$ cat src/rtl/lgs_pkg.sv
// Shared types and constants for the life generation stream block.
// No dependencies; every other file refers to it by scoped names.
package lgs_pkg;

  // Field and register widths fixed by the block's interface
  localparam int SIZE_W    = 9;   // grid_width / grid_height registers
  localparam int ROW_W     = 10;  // input row counter, reaches grid_height + 1
  localparam int COORD_W   = 8;   // col / row result fields
  localparam int CFG_IDX_W = 1;
  localparam int WIN_W     = 9;   // 3x3 neighborhood window

  localparam logic [SIZE_W-1:0] MIN_SIZE = 9'd3;

  // Configuration register indexes
  typedef enum logic [CFG_IDX_W-1:0] {
    CFG_GRID_WIDTH  = 1'b0,
    CFG_GRID_HEIGHT = 1'b1
  } cfg_reg_t;

  // Input item kinds
  localparam logic KIND_CELL  = 1'b0;
  localparam logic KIND_FLUSH = 1'b1;

  // B3/S23 rule
  localparam logic [3:0] BIRTH_COUNT = 4'd3;
  localparam logic [3:0] STAY_COUNT  = 4'd2;

  // Window bit layout: column k holds bits 3k..3k+2 (top, middle, bottom)
  localparam logic [WIN_W-1:0] MASK_TOP   = 9'h049;
  localparam logic [WIN_W-1:0] MASK_LEFT  = 9'h007;
  localparam logic [WIN_W-1:0] MASK_RIGHT = 9'h1C0;
  localparam int               CENTER_IDX = 4;

  // Control for one cell of the line chain
  typedef struct packed {
    logic shift;  // item accepted, advance the chain
    logic load;   // this cell is the insertion point for the current width
  } line_ctrl_t;

  // Control for the window and rule stage
  typedef struct packed {
    logic               accept;
    logic               clear;
    logic               col_zero;
    logic               emit;
    logic               first_col;
    logic               top_row;
    logic               at_right;
    logic               last;
    logic [COORD_W-1:0] out_col;
    logic [COORD_W-1:0] out_row;
  } eval_ctrl_t;

  // One result item
  typedef struct packed {
    logic [COORD_W-1:0] col;
    logic [COORD_W-1:0] row;
    logic               next_alive;
    logic               changed;
    logic               last_of_frame;
  } result_t;

endpackage

$ cat src/rtl/lgs_stream_if.sv
// Valid/ready channel interfaces for cell items and result items.
// Depends on lgs_pkg for field widths.
interface lgs_in_if;
  logic valid;
  logic ready;
  logic kind;
  logic alive;

  modport source (output valid, kind, alive, input ready);
  modport sink   (input valid, kind, alive, output ready);
endinterface

interface lgs_out_if;
  logic                        valid;
  logic                        ready;
  logic [lgs_pkg::COORD_W-1:0] col;
  logic [lgs_pkg::COORD_W-1:0] row;
  logic                        next_alive;
  logic                        changed;
  logic                        last_of_frame;

  modport source (output valid, col, row, next_alive, changed, last_of_frame, input ready);
  modport sink   (input valid, col, row, next_alive, changed, last_of_frame, output ready);
endinterface

$ cat src/rtl/lgs_line_cell.sv
// One stage of the line chain: holds the {upper, middle} bit pair of one column.
// Depends on lgs_pkg for line_ctrl_t.
module lgs_line_cell (
  input  logic                clk,
  input  logic                rst_n,
  input  lgs_pkg::line_ctrl_t ctrl,
  input  logic [1:0]          ext_d,
  input  logic [1:0]          prev_d,
  output logic [1:0]          q
);

  logic [1:0] q_r;
  logic [1:0] q_nxt;

  // Take the new pair at the insertion point, else the neighbor's pair
  always_comb begin
    q_nxt = q_r;
    if (ctrl.shift) begin
      q_nxt = ctrl.load ? ext_d : prev_d;
    end
  end

  always_ff @(posedge clk) begin
    if (!rst_n) begin
      q_r <= '0;
    end else begin
      q_r <= q_nxt;
    end
  end

  assign q = q_r;

endmodule

$ cat src/rtl/lgs_window.sv
// 3x3 window register and B3/S23 rule evaluation for one cell per item.
// Depends on lgs_pkg for eval_ctrl_t, result_t, masks and rule counts.
module lgs_window (
  input  logic                clk,
  input  logic                rst_n,
  input  lgs_pkg::eval_ctrl_t ctrl,
  input  logic [2:0]          triple,
  output logic                res_valid,
  output lgs_pkg::result_t    res
);

  logic [lgs_pkg::WIN_W-1:0] win_r;
  logic [lgs_pkg::WIN_W-1:0] win_nxt;
  logic [lgs_pkg::WIN_W-1:0] shifted;
  logic [lgs_pkg::WIN_W-1:0] eval_w;
  logic [3:0]                n_count;
  logic                      old_bit;
  logic                      new_bit;

  // Shift in the newest column
  assign shifted = (win_r >> 3) | {triple, 6'd0};

  // At column zero the finished cell is the last of the earlier row
  always_comb begin
    eval_w = ctrl.col_zero ? (win_r >> 3) : shifted;
    if (ctrl.top_row) begin
      eval_w = eval_w & ~lgs_pkg::MASK_TOP;
    end
    if (ctrl.first_col) begin
      eval_w = eval_w & ~lgs_pkg::MASK_LEFT;
    end
    if (ctrl.at_right) begin
      eval_w = eval_w & ~lgs_pkg::MASK_RIGHT;
    end
  end

  // Count live neighbors
  always_comb begin
    n_count = '0;
    for (int k = 0; k < lgs_pkg::WIN_W; k++) begin
      if (k != lgs_pkg::CENTER_IDX) begin
        n_count = n_count + {3'd0, eval_w[k]};
      end
    end
  end

  assign old_bit = eval_w[lgs_pkg::CENTER_IDX];
  assign new_bit = (n_count == lgs_pkg::BIRTH_COUNT) ||
                   (old_bit && (n_count == lgs_pkg::STAY_COUNT));

  assign res_valid         = ctrl.accept && ctrl.emit;
  assign res.col           = ctrl.out_col;
  assign res.row           = ctrl.out_row;
  assign res.next_alive    = new_bit;
  assign res.changed       = new_bit ^ old_bit;
  assign res.last_of_frame = ctrl.last;

  // Advance on each item, clear on a register write
  always_comb begin
    win_nxt = win_r;
    if (ctrl.clear) begin
      win_nxt = '0;
    end else if (ctrl.accept) begin
      win_nxt = shifted;
    end
  end

  always_ff @(posedge clk) begin
    if (!rst_n) begin
      win_r <= '0;
    end else begin
      win_r <= win_nxt;
    end
  end

endmodule

$ cat src/rtl/lgs_out_buf.sv
// Two-entry output buffer (output register plus skid) for result items.
// Depends on lgs_pkg for result_t and lgs_stream_if for the result channel.
module lgs_out_buf (
  input  logic             clk,
  input  logic             rst_n,
  input  logic             push,
  input  lgs_pkg::result_t push_data,
  output logic             in_ready,
  lgs_out_if.source        out_ch
);

  logic             main_v_r;
  logic             main_v_nxt;
  logic             skid_v_r;
  logic             skid_v_nxt;
  lgs_pkg::result_t main_r;
  lgs_pkg::result_t main_nxt;
  lgs_pkg::result_t skid_r;
  lgs_pkg::result_t skid_nxt;
  logic             pop;

  assign pop      = main_v_r && out_ch.ready;
  assign in_ready = !skid_v_r;

  // Fill the output register first, park in skid when it is held
  always_comb begin
    main_v_nxt = main_v_r;
    skid_v_nxt = skid_v_r;
    main_nxt   = main_r;
    skid_nxt   = skid_r;
    if (!main_v_r) begin
      if (push) begin
        main_v_nxt = 1'b1;
        main_nxt   = push_data;
      end
    end else if (!pop) begin
      if (push) begin
        skid_v_nxt = 1'b1;
        skid_nxt   = push_data;
      end
    end else if (skid_v_r) begin
      main_nxt   = skid_r;
      skid_v_nxt = 1'b0;
    end else if (push) begin
      main_nxt = push_data;
    end else begin
      main_v_nxt = 1'b0;
    end
  end

  always_ff @(posedge clk) begin
    if (!rst_n) begin
      main_v_r <= 1'b0;
      skid_v_r <= 1'b0;
    end else begin
      main_v_r <= main_v_nxt;
      skid_v_r <= skid_v_nxt;
    end
  end

  always_ff @(posedge clk) begin
    main_r <= main_nxt;
    skid_r <= skid_nxt;
  end

  assign out_ch.valid         = main_v_r;
  assign out_ch.col           = main_r.col;
  assign out_ch.row           = main_r.row;
  assign out_ch.next_alive    = main_r.next_alive;
  assign out_ch.changed       = main_r.changed;
  assign out_ch.last_of_frame = main_r.last_of_frame;

  // Skid holds an item only behind a held output register
  a_skid_behind_main: assert property (@(posedge clk) disable iff (!rst_n)
    skid_v_r |-> main_v_r)
    else $error("skid entry valid with empty output register");

  // A held item and a push never overflow both entries
  a_no_overflow: assert property (@(posedge clk) disable iff (!rst_n)
    (skid_v_r && !pop) |=> skid_v_r && $stable(skid_r))
    else $error("skid entry lost while output held");

endmodule

$ cat src/rtl/life_generation_stream_top.sv
// Top level of the life generation stream: counters, line chain, window, output buffer.
// Depends on lgs_pkg, lgs_stream_if, lgs_line_cell, lgs_window and lgs_out_buf.
//
// Channel  Dir  Handshake        Payload
// in_ch    in   valid / ready    kind, alive
// out_ch   out  valid / ready    col, row, next_alive, changed, last_of_frame
// cfg_*    in   cfg_wr_en        cfg_index (0 width, 1 height), cfg_wdata
//
// One item per cycle while in_ch.ready is high; a cell's result leaves grid_width + 1
// items later, pushed into the registered output buffer by the item that completes it.
// Each item shifts the MAX_SIZE-cell line chain; its delay is exactly grid_width items.
// Reset (synchronous, rst_n low) clears counters, window, chain and buffer.
// in_ch.ready drops only when both output entries hold results; out_ch stalls
// never lose an item.
module life_generation_stream_top #(
  parameter int MAX_SIZE = 256
) (
  input  logic                              clk,
  input  logic                              rst_n,
  input  logic                              cfg_wr_en,
  input  logic [lgs_pkg::CFG_IDX_W-1:0]     cfg_index,
  input  logic [lgs_pkg::SIZE_W-1:0]        cfg_wdata,
  lgs_in_if.sink                            in_ch,
  lgs_out_if.source                         out_ch
);

  localparam int CNT_W      = $clog2(MAX_SIZE + 1);
  localparam int CW         = (CNT_W > lgs_pkg::SIZE_W) ? CNT_W : lgs_pkg::SIZE_W;
  localparam int RESET_SIZE = (MAX_SIZE < 256) ? MAX_SIZE : 256;

  logic [lgs_pkg::SIZE_W-1:0] grid_width_r;
  logic [lgs_pkg::SIZE_W-1:0] grid_width_nxt;
  logic [lgs_pkg::SIZE_W-1:0] grid_height_r;
  logic [lgs_pkg::SIZE_W-1:0] grid_height_nxt;
  logic [lgs_pkg::SIZE_W-1:0] in_col_r;
  logic [lgs_pkg::SIZE_W-1:0] in_col_nxt;
  logic [lgs_pkg::ROW_W-1:0]  in_row_r;
  logic [lgs_pkg::ROW_W-1:0]  in_row_nxt;

  logic                       in_fire;
  logic                       buf_ready;
  logic                       cell_bit;
  logic [1:0]                 tap;
  logic [2:0]                 triple;
  logic [lgs_pkg::ROW_W-1:0]  height_ext;
  logic [lgs_pkg::ROW_W-1:0]  width_ext10;
  logic [lgs_pkg::SIZE_W-1:0] out_col;
  logic [lgs_pkg::SIZE_W-1:0] out_row;
  logic [lgs_pkg::ROW_W-1:0]  col_inc;
  logic [lgs_pkg::SIZE_W-1:0] col_step;
  logic [lgs_pkg::ROW_W-1:0]  row_step;
  logic                       restart;
  logic [CW-1:0]              width_cw;

  lgs_pkg::eval_ctrl_t        ev_ctrl;
  lgs_pkg::result_t           res;
  logic                       res_valid;
  lgs_pkg::line_ctrl_t        line_ctrl [MAX_SIZE];
  logic [1:0]                 chain_q   [MAX_SIZE];

  // Saturate a written size to the supported range
  function automatic logic [lgs_pkg::SIZE_W-1:0] clamp_size(
    input logic [lgs_pkg::SIZE_W-1:0] v
  );
    logic [lgs_pkg::SIZE_W-1:0] r;
    r = v;
    if (v < lgs_pkg::MIN_SIZE) begin
      r = lgs_pkg::MIN_SIZE;
    end else if (int'(v) > MAX_SIZE) begin
      r = lgs_pkg::SIZE_W'(MAX_SIZE);
    end
    return r;
  endfunction

  assign in_fire     = in_ch.valid && in_ch.ready;
  assign in_ch.ready = buf_ready;
  assign height_ext  = {1'b0, grid_height_r};
  assign width_ext10 = {1'b0, grid_width_r};
  assign width_cw    = CW'(grid_width_r);

  // Padding rows and flush items count as dead
  assign cell_bit = (in_ch.kind == lgs_pkg::KIND_CELL) && in_ch.alive &&
                    (in_row_r < height_ext);

  // Chain tap gives {upper, middle} of this column; push {middle, new cell}
  assign tap    = chain_q[MAX_SIZE-1];
  assign triple = {cell_bit, tap[0], tap[1]};

  // Line chain
  for (genvar i = 0; i < MAX_SIZE; i++) begin : g_line
    assign line_ctrl[i].shift = in_fire;
    assign line_ctrl[i].load  = (width_cw == CW'(MAX_SIZE - i));
    if (i == 0) begin : g_head
      lgs_line_cell u_cell (
        .clk    (clk),
        .rst_n  (rst_n),
        .ctrl   (line_ctrl[i]),
        .ext_d  ({tap[0], cell_bit}),
        .prev_d ({tap[0], cell_bit}),
        .q      (chain_q[i])
      );
    end else begin : g_body
      lgs_line_cell u_cell (
        .clk    (clk),
        .rst_n  (rst_n),
        .ctrl   (line_ctrl[i]),
        .ext_d  ({tap[0], cell_bit}),
        .prev_d (chain_q[i-1]),
        .q      (chain_q[i])
      );
    end
  end

  // Position of the cell finished by this item
  always_comb begin
    if (in_col_r == '0) begin
      out_col = grid_width_r - lgs_pkg::SIZE_W'(1);
      out_row = lgs_pkg::SIZE_W'(in_row_r - lgs_pkg::ROW_W'(2));
    end else begin
      out_col = in_col_r - lgs_pkg::SIZE_W'(1);
      out_row = lgs_pkg::SIZE_W'(in_row_r - lgs_pkg::ROW_W'(1));
    end
  end

  always_comb begin
    ev_ctrl.accept    = in_fire;
    ev_ctrl.clear     = cfg_wr_en;
    ev_ctrl.col_zero  = (in_col_r == '0);
    ev_ctrl.emit      = (in_col_r == '0) ? (in_row_r >= lgs_pkg::ROW_W'(2))
                                         : (in_row_r >= lgs_pkg::ROW_W'(1));
    ev_ctrl.first_col = (out_col == '0);
    ev_ctrl.top_row   = (out_row == '0);
    ev_ctrl.at_right  = ({1'b0, out_col} + lgs_pkg::ROW_W'(1)) == width_ext10;
    ev_ctrl.last      = ev_ctrl.at_right &&
                        (({1'b0, out_row} + lgs_pkg::ROW_W'(1)) == height_ext);
    ev_ctrl.out_col   = out_col[lgs_pkg::COORD_W-1:0];
    ev_ctrl.out_row   = out_row[lgs_pkg::COORD_W-1:0];
  end

  lgs_window u_window (
    .clk       (clk),
    .rst_n     (rst_n),
    .ctrl      (ev_ctrl),
    .triple    (triple),
    .res_valid (res_valid),
    .res       (res)
  );

  lgs_out_buf u_out_buf (
    .clk       (clk),
    .rst_n     (rst_n),
    .push      (res_valid),
    .push_data (res),
    .in_ready  (buf_ready),
    .out_ch    (out_ch)
  );

  // Advance raster position; restart after the last padding position
  always_comb begin
    col_inc = {1'b0, in_col_r} + lgs_pkg::ROW_W'(1);
    if (col_inc >= width_ext10) begin
      col_step = '0;
      row_step = in_row_r + lgs_pkg::ROW_W'(1);
    end else begin
      col_step = col_inc[lgs_pkg::SIZE_W-1:0];
      row_step = in_row_r;
    end
    restart = (row_step > height_ext + lgs_pkg::ROW_W'(1)) ||
              ((row_step == height_ext + lgs_pkg::ROW_W'(1)) && (col_step != '0));
  end

  // Configuration writes and counter updates
  always_comb begin
    grid_width_nxt  = grid_width_r;
    grid_height_nxt = grid_height_r;
    in_col_nxt      = in_col_r;
    in_row_nxt      = in_row_r;
    if (cfg_wr_en) begin
      if (cfg_index == lgs_pkg::CFG_GRID_WIDTH) begin
        grid_width_nxt = clamp_size(cfg_wdata);
      end else begin
        grid_height_nxt = clamp_size(cfg_wdata);
      end
      in_col_nxt = '0;
      in_row_nxt = '0;
    end else if (in_fire) begin
      if (restart) begin
        in_col_nxt = '0;
        in_row_nxt = '0;
      end else begin
        in_col_nxt = col_step;
        in_row_nxt = row_step;
      end
    end
  end

  always_ff @(posedge clk) begin
    if (!rst_n) begin
      grid_width_r  <= lgs_pkg::SIZE_W'(RESET_SIZE);
      grid_height_r <= lgs_pkg::SIZE_W'(RESET_SIZE);
      in_col_r      <= '0;
      in_row_r      <= '0;
    end else begin
      grid_width_r  <= grid_width_nxt;
      grid_height_r <= grid_height_nxt;
      in_col_r      <= in_col_nxt;
      in_row_r      <= in_row_nxt;
    end
  end

  // Column stays inside the row
  a_col_in_row: assert property (@(posedge clk) disable iff (!rst_n)
    in_col_r < grid_width_r)
    else $error("input column beyond grid width");

  // Row never passes the padding row
  a_row_bound: assert property (@(posedge clk) disable iff (!rst_n)
    (in_row_r < height_ext + lgs_pkg::ROW_W'(1)) ||
    ((in_row_r == height_ext + lgs_pkg::ROW_W'(1)) && (in_col_r == '0)))
    else $error("input position beyond frame");

  // A register write restarts the frame
  a_cfg_restart: assert property (@(posedge clk) disable iff (!rst_n)
    cfg_wr_en |=> (in_col_r == '0) && (in_row_r == '0))
    else $error("frame not restarted after register write");

endmodule

$ cat src/flat_wrapper.sv
// flat-port wrapper written by rule: the top's interface ports become plain ports
module life_generation_stream_top_flat 
#(
  parameter int MAX_SIZE = 256
)
  (clk, rst_n, cfg_wr_en, cfg_index, cfg_wdata, in_ch_valid, in_ch_kind, in_ch_alive, in_ch_ready, out_ch_valid, out_ch_col, out_ch_row, out_ch_next_alive, out_ch_changed, out_ch_last_of_frame, out_ch_ready);
  lgs_in_if in_ch_i ();
  lgs_out_if out_ch_i ();
  input  logic clk;
  input  logic rst_n;
  input  logic cfg_wr_en;
  input  logic [lgs_pkg::CFG_IDX_W-1:0] cfg_index;
  input  logic [lgs_pkg::SIZE_W-1:0] cfg_wdata;
  input wire logic [$bits(in_ch_i.valid)-1:0] in_ch_valid;
  input wire logic [$bits(in_ch_i.kind)-1:0] in_ch_kind;
  input wire logic [$bits(in_ch_i.alive)-1:0] in_ch_alive;
  output wire logic [$bits(in_ch_i.ready)-1:0] in_ch_ready;
  output wire logic [$bits(out_ch_i.valid)-1:0] out_ch_valid;
  output wire logic [$bits(out_ch_i.col)-1:0] out_ch_col;
  output wire logic [$bits(out_ch_i.row)-1:0] out_ch_row;
  output wire logic [$bits(out_ch_i.next_alive)-1:0] out_ch_next_alive;
  output wire logic [$bits(out_ch_i.changed)-1:0] out_ch_changed;
  output wire logic [$bits(out_ch_i.last_of_frame)-1:0] out_ch_last_of_frame;
  input wire logic [$bits(out_ch_i.ready)-1:0] out_ch_ready;
  assign in_ch_i.valid = in_ch_valid;
  assign in_ch_i.kind = in_ch_kind;
  assign in_ch_i.alive = in_ch_alive;
  assign in_ch_ready = in_ch_i.ready;
  assign out_ch_valid = out_ch_i.valid;
  assign out_ch_col = out_ch_i.col;
  assign out_ch_row = out_ch_i.row;
  assign out_ch_next_alive = out_ch_i.next_alive;
  assign out_ch_changed = out_ch_i.changed;
  assign out_ch_last_of_frame = out_ch_i.last_of_frame;
  assign out_ch_i.ready = out_ch_ready;
  life_generation_stream_top #(.MAX_SIZE(MAX_SIZE)) u_core (.clk(clk), .rst_n(rst_n), .cfg_wr_en(cfg_wr_en), .cfg_index(cfg_index), .cfg_wdata(cfg_wdata), .in_ch(in_ch_i), .out_ch(out_ch_i));
endmodule
$ cat config.mk
export PLATFORM = sky130hd
export DESIGN_NAME = life_generation_stream_top_flat
export DESIGN_NICKNAME = d
export VERILOG_FILES = /design/src/rtl/lgs_pkg.sv /design/src/rtl/lgs_stream_if.sv /design/src/rtl/lgs_line_cell.sv /design/src/rtl/lgs_window.sv /design/src/rtl/lgs_out_buf.sv /design/src/rtl/life_generation_stream_top.sv /design/src/flat_wrapper.sv
export SDC_FILE = /design/constraint.sdc
export NUM_CORES = 2
export LEC_CHECK = 0
export ABC_AREA = 1
export BUFFER_PORTS_ARGS = -buffer_cell sky130_fd_sc_hd__buf_2
export CAP_MARGIN = 10
export CELL_PAD_IN_SITES_DETAIL_PLACEMENT = 1
export CELL_PAD_IN_SITES_GLOBAL_PLACEMENT = 2
export CORE_ASPECT_RATIO = 2
export CORE_MARGIN = 2
export CORE_UTILIZATION = 33
export DETAILED_ROUTE_END_ITERATION = 6
export GPL_ROUTABILITY_DRIVEN = 0
export PLACE_DENSITY = 0.83
export SYNTH_ARGS = -nofsm -noshare
export SYNTH_HDL_FRONTEND = slang
export SYNTH_SLANG_ARGS = --single-unit
$ cat constraint.sdc
create_clock -name clk -period 5.1 [get_ports clk]
set_input_delay 1.02 -clock clk [delete_from_list [all_inputs] [get_ports clk]]
set_output_delay 1.02 -clock clk [all_outputs]
set_load 0.1 [all_outputs]
; Yosys cells after proc, flatten, opt, wreduce, memory -nomap -nowiden
; Index checks and enable logic that the tools add are counted.
[totals]
reg_bits = 598
latchBits = 0
mem_bits_rw = 0
rom_bits = 0
in_bits = 17
output_inout_bits = 21
elab_cells = 862
mem_count = 0
[op_classes]
n_addsub = 16
mul = 0
div_mod_pow = 0
n_lt_le_gt_ge = 7
n_eq_ne = 261
shift = 0
mux = 278
bitwise_logic = 6
n_reduce_logical = 21
[ops]
columns = operator, n
row1 = "9-bit by 8-bit == test with 1-bit output, second input constant", 128
row2 = "9-bit by 7-bit == test with 1-bit output, second input constant", 64
row3 = 2-bit two-way mux, 255
row4 = "9-bit by 6-bit == test with 1-bit output, second input constant", 32
row5 = "9-bit by 5-bit == test with 1-bit output, second input constant", 16
row6 = 19-bit two-way mux, 4
row7 = "9-bit by 4-bit == test with 1-bit output, second input constant", 8
row8 = 9-bit two-way mux, 8
row9 = "9-bit by 1-bit adder with 10-bit output, second input constant", 4
row10 = "9-bit by 3-bit == test with 1-bit output, second input constant", 4
row11 = 9-bit logical NOT, 3
row12 = "9-bit by 1-bit subtractor with 9-bit output, second input constant", 3
row13 = 10-bit by 9-bit == test with 1-bit output, 2
row14 = 10-bit two-way mux, 2
row15 = "9-bit by 2-bit == test with 1-bit output, second input constant", 2
row16 = 4-bit by 1-bit adder with 4-bit output, 4
row17 = "10-bit by 1-bit adder with 10-bit output, second input constant", 1
row18 = 10-bit == test, 1
row19 = "10-bit by 1-bit >= comparator with 1-bit output, second input constant", 1
row20 = "10-bit by 2-bit >= comparator with 1-bit output, second input constant", 1
row21 = 10-bit by 9-bit >= comparator with 1-bit output, 1
row22 = 10-bit > comparator, 1
row23 = 10-bit by 9-bit < comparator with 1-bit output, 1
row24 = "9-bit by 1-bit == test with 1-bit output, second input constant", 1
row25 = 22 further kinds, 42

; Logic depth before layout (Yosys ltp)
[logic_depth]
ltp_word = 23
mapped_depth = 36

; Cells and area by module
; A second synthesis with hierarchy kept.
[unflattened]
cells_unflattened = 5995
hier_area_um2 = 35248.8
[by_module_without_submodules]
columns = mod, instances, cells_each, area_per_inst_um2, seq_area_each_um2
row1 = lgs_line_cell, 256, 18, 105.1, 40.0
row2 = life_generation_stream_top, 1, 1110, 5940.7, 740.7
row3 = lgs_out_buf, 1, 196, 1818.0, 1181.1
row4 = lgs_window, 1, 81, 584.3, 120.1

; Worst setup path before layout
; Ideal clock, no wire load.
[synth_timing]
path_type = flip-flop to flip-flop
start = register u_core.in_col_r[0] in the netlist's numbering
end = register u_core.u_out_buf.main_r (netlist bit u_core.u_out_buf.out_ch.changed) (data pin)
setup_ps = 255
arrival_ps = 4660
required_time_ps = 4845
path_slack_ps = 185
stages_incl_launch_ff = 34
path_buffers = 1
cell_sequence = dfxtp_1 -> inv_2 -> ha_1 -> nand2_2 -> nor2_4 -> nand3_4 -> buf_6 -> o21ai_4 -> ha_1 -> nand3_1 -> inv_1 -> nand3_2 -> nand2_1 -> nand3_1 -> nand2_1 -> nand3_1 -> nor2_2 -> nand2_1 -> nand2_1 -> nor2_1 -> fa_1 -> fa_1 -> ha_1 -> fa_1 -> nand2_1 -> nor2_1 -> nand2_1 -> o21ai_0 -> o211a_1 -> xor2_1 -> nand2_1 -> nand2_1 -> o21ai_0 -> inv_1
[synth_lines]
columns = item, line
row1 = from (decl), life_generation_stream_top.sv:35  ; logic [lgs_pkg::SIZE_W-1:0] in_col_r;
row2 = from (signal assigned), life_generation_stream_top.sv:206  ; in_col_r <= in_col_nxt;
row3 = to (signal assigned), lgs_out_buf.sv:62  ; main_r <= main_nxt;
row4 = to (decl), lgs_out_buf.sv:16  ; lgs_pkg::result_t main_r;

==> results.py <==
metrics = {
    "clock_tree": {
        "cts_buffers": 60,
        "cts_tree": "built",
        "clockBufferDepth": 3,
        "cts.sinks": 595,
        "clockRootBuffer": "clkbuf_16",
        "htreeDepth": 2,
        "clkLatencyLatePin_ns": 0.67,
        "path_clk_slew_ns": 0.07,
    },
    "place": {
        "port-buffer-count": 37,
        "hpwlAfterDp_um": 58700,
        "dp_slack_ns": -0.0413,
    },
    "detailed_routing": {
        "post_drt_wl_per_cell_um": 17.9,
        "vias": 29500,
        "drtPass1Iterations": 5,
        "drc": 0,
        "drt-total-wl_um": 99900,
        "viasPerCell": 5.29,
        "drtAntennaViolNets": 0,
        "dr.first_iter.drc_count": 1689,
    },
    "timing": {
        "slew_headroom_pct": 20.0,
        "final.min_clock_period_ns": 4.91,
        "finClkSkew_ns": 0.0259,
        "post-route-period-util_pct": 96.2,
        "drv_slew": 0,
        "clock.fmax_ghz": 0.204,
        "rsz0062_at_grt": "true",
        "worstMarginPinSlew_ns": 1.20,
        "hold_slack_ns": 0.461,
        "setup_violations": 0,
        "fin_ws_ns": 0.194,
        "hold_viol_final": 0,
    },
    "synthesis": {
        "syn_avg_cell_area_um2": 6.91,
        "ys_seq_elements": 595,
        "synth_top_area_share_pct": 36.4,
        "ys_seq_area_share_pct": 40.1,
        "synthTopCellsByArea": "dfxtp_1 (36%), a21oi_1 (11%), o21ai_0 (9.1%)",
        "synth_warnings": 0,
        "ys_types": 47,
        "synth_nets": 4506,
        "synth_area_um2": 30600,
        "yosys.area.top_type": "dfxtp_1",
        "synthCells": 4436,
    },
    "floorplan": {
        "die_height_um": 435,
        "io_pins": 38,
        "dieWidth_um": 219,
        "initial_utilization_pct": 33.2,
        "design.core.area_um2": 92300,
        "fp-row-count": 158,
        "die_area_um2": 95500,
    },
    "critical_path": {
        "crit_slowest_cell": "fa_1",
        "critical_path_arrival_ns": 5.30,
        "start_kind": "flop",
        "crit_required_ns": 5.49,
        "endpoint_kind": "flop",
        "cp_max_fo": 8,
        "crit_top_cell": "nand2_1",
        "crit_type": "flop to flop",
        "slowest_delay_ns": 0.56,
    },
    "hold_path": {
        "min_path_type": "flop to flop",
    },
    "run": {
        "drv_cap": 0,
    },
    "grt": {
        "antenna_found_initial": 1,
        "grt_pass1_vias": 30000,
        "grt_pass1_wl_um": 161000,
        "grt_max_degree": 198,
        "gr-total-overflow": 0,
        "gr-usage-all-layers_pct": 20.7,
    },
    "cells_and_area": {
        "fillers": 11500,
        "syn2layout_area_growth_pct": 12.1,
        "num_antenna_cells": 0,
        "num-nets-final": 4402,
        "drive_gt1_share_pct": 8.31,
    },
    "power": {
        "power_frac_comb_pct": 17.0,
        "internal_power_mw": 8.16,
        "pwr-share-clk_pct": 40.0,
        "peakVddDrop_mv": 0.384,
        "p_switching_mw": 3.63,
        "switching_share_pct": 30.8,
        "powerDensity_nw_per_um2": 343,
        "pwr-share-seq_pct": 43.0,
        "p_leak_nw": 13.6,
    },
    "run_status": {
        "status": "finished, final reports clean",
    },
}
## synthesized netlist by cell type, drive strengths merged
| master | number |
|---|---|
| clkbuf | 223 |
| o211a | 1 |
| nand3 | 220 |
| nand4 | 23 |
| a21boi | 1 |
| clkinv | 8 |
| nor4 | 4 |
| xnor2 | 5 |
| a31oi | 4 |
| nor3 | 19 |
| a211oi | 1 |
| o21a | 1 |
| o31ai | 2 |
| a2111oi | 2 |
| o21ai | 568 |
| o211ai | 261 |
| fa | 4 |
| nand2 | 677 |
| ha | 49 |
| nor2 | 407 |
| dfxtp | 557 |
| o21bai | 1 |
| buf | 101 |
| o41ai | 1 |
| inv | 533 |
| edfxtp | 38 |
| xor2 | 28 |
| a21oi | 696 |
| a221oi | 1 |
## sequential cells by signal, indices dropped and copies added, names as in the netlist, 2 cells and up
signal and cells:
u_core.u_out_buf.skid_r 19, u_core.u_window.win_r 6, u_core.in_col_r 9, u_core.u_out_buf.out_ch.row 8, u_core.grid_width_r 9, u_core.grid_height_r 9
u_core.in_row_r 10, u_core.g_line.g_body.u_cell.q 510, u_core.u_out_buf.out_ch.col 8, u_core.g_line.g_head.u_cell.q 2
## kinds of logic after synthesis
group / after synthesis / share of synthesized area (%)
XOR/XNOR: 33 / 0.943
AND/OR/NAND/NOR: 1350 / 18.3
buffers and inverters: 865 / 10.9
AO/OA/AOI/OAI: 1540 / 27.5
flip-flops: 595 / 40.1
adder cells (fa/ha/maj): 53 / 2.26
## final cells by class
cell class | instances | area, µm² | share of cell area [%]
multi-input combinational | 2977 | 15300 | 44.4
sequential | 595 | 12300 | 35.8
inverter | 541 | 2060 | 5.98
clock buffer | 85 | 1720 | 5.00
tap | 1200 | 1500 | 4.37
timing repair buffer | 157 | 1200 | 3.48
clock inverter | 25 | 342 | 0.994
## stage by stage
stage | total power, mW | cell area (µm²) | setup TNS, ns | util (%) | cells
2_1_floorplan | 6.63 | 30600 | 0 | - | 4436
3_3_place_gp | 7.07 | 32000 | 0 | 34.7 | 5460
3_5_place_dp | 7.13 | 32000 | -0.0413 | 34.7 | 5460
4_1_cts | 11.9 | 34100 | 0 | 36.9 | 5571
5_1_grt | 12.3 | 34400 | -0.217 | 37.2 | 5580
6_report | 11.8 | 34400 | 0 | 37.2 | 5580
## power by group through the flow
stage / clock network (mW) / registers (mW) / logic, mW
global placement: 0 / 5.17 / 1.90
global route: 5.03 / 5.10 / 2.20
detailed placement: 0 / 5.18 / 1.95
CTS: 4.87 / 5.07 / 1.96
floorplan: 0 / 5.69 / 0.936
finish: 4.71 / 5.08 / 2.00
## cells in the final DEF (no fill, tap or decap), types with 3 or more instances in the layout
master     netlist  layout
clkinv_1         7      11
nand3_2          5       7
nand2_2         12      19
nand2_1        664     654
nor4_1           4       4
nor2_1         391     387
inv_1          513     501
clkbuf_16        0      61
ha_1            49      46
nand4_1         22      22
a21oi_1        695     693
nor2_2          10      11
a21oi_2          1       3
nand3_1        214     208
nor2_4           6       9
edfxtp_1        38      38
nor3_2           3       6
dfxtp_1        557     554
xor2_1          28      26
buf_4            0     109
buf_2           37      37
nor3_1          16      12
o21ai_1          9      15
inv_2           19      26
xnor2_1          5       4
a31oi_1          4       4
clkbuf_1       223      14
o21ai_0        557     550
fa_1             4       3
nand2_4          1       4
clkinv_2         1      12
o211ai_1       261     261
bufinv_16        0       7
clkbuf_8         0      10
buf_12           0       7
nand3_4          1       6
## metal layers
metal | GRT usage, % | share of wire, %
met1 | 26.8 | 46
met5 | 0 | 0
met2 | 36.4 | 49
met3 | 1.88 | 2.6
met4 | 5.60 | 2.6
## worst max-delay path: cells and delay by family, from the launching register on
| kind | cells | cell delay (ns) |
|---|---|---|
| fa+ha+maj | 5 | 1.69 |
| simple gates | 13 | 1.23 |
| compound gates | 5 | 0.71 |
| buf+inv | 5 | 0.67 |
| flops | 1 | 0.31 |
## final timing paths
path	endpoint	startpoint	slack, ns	cells past startpoint
min reg2reg	u_core.g_line[15].g_body.u_cell.q[0]	u_core.g_line[15].g_body.u_cell.q[0]	0.46	2
max reg2reg	u_core.u_out_buf.out_ch.next_alive	u_core.in_col_r[1]	0.19	28
min	u_core.g_line[15].g_body.u_cell.q[0]	u_core.g_line[15].g_body.u_cell.q[0]	0.46	2
max	u_core.u_out_buf.out_ch.next_alive	u_core.in_col_r[1]	0.19	28
## what timing repair did
action / 4_1_cts / 5_1_grt
cloned: 1 / 1
pin swaps: 1 / 14
hold buffers: 0 / 0
gates resized for setup: 4 / 60
setup buffers: 0 / 8
endpoints found under the setup margin: 1 / 23
Power figures use the tool's default switching activity.
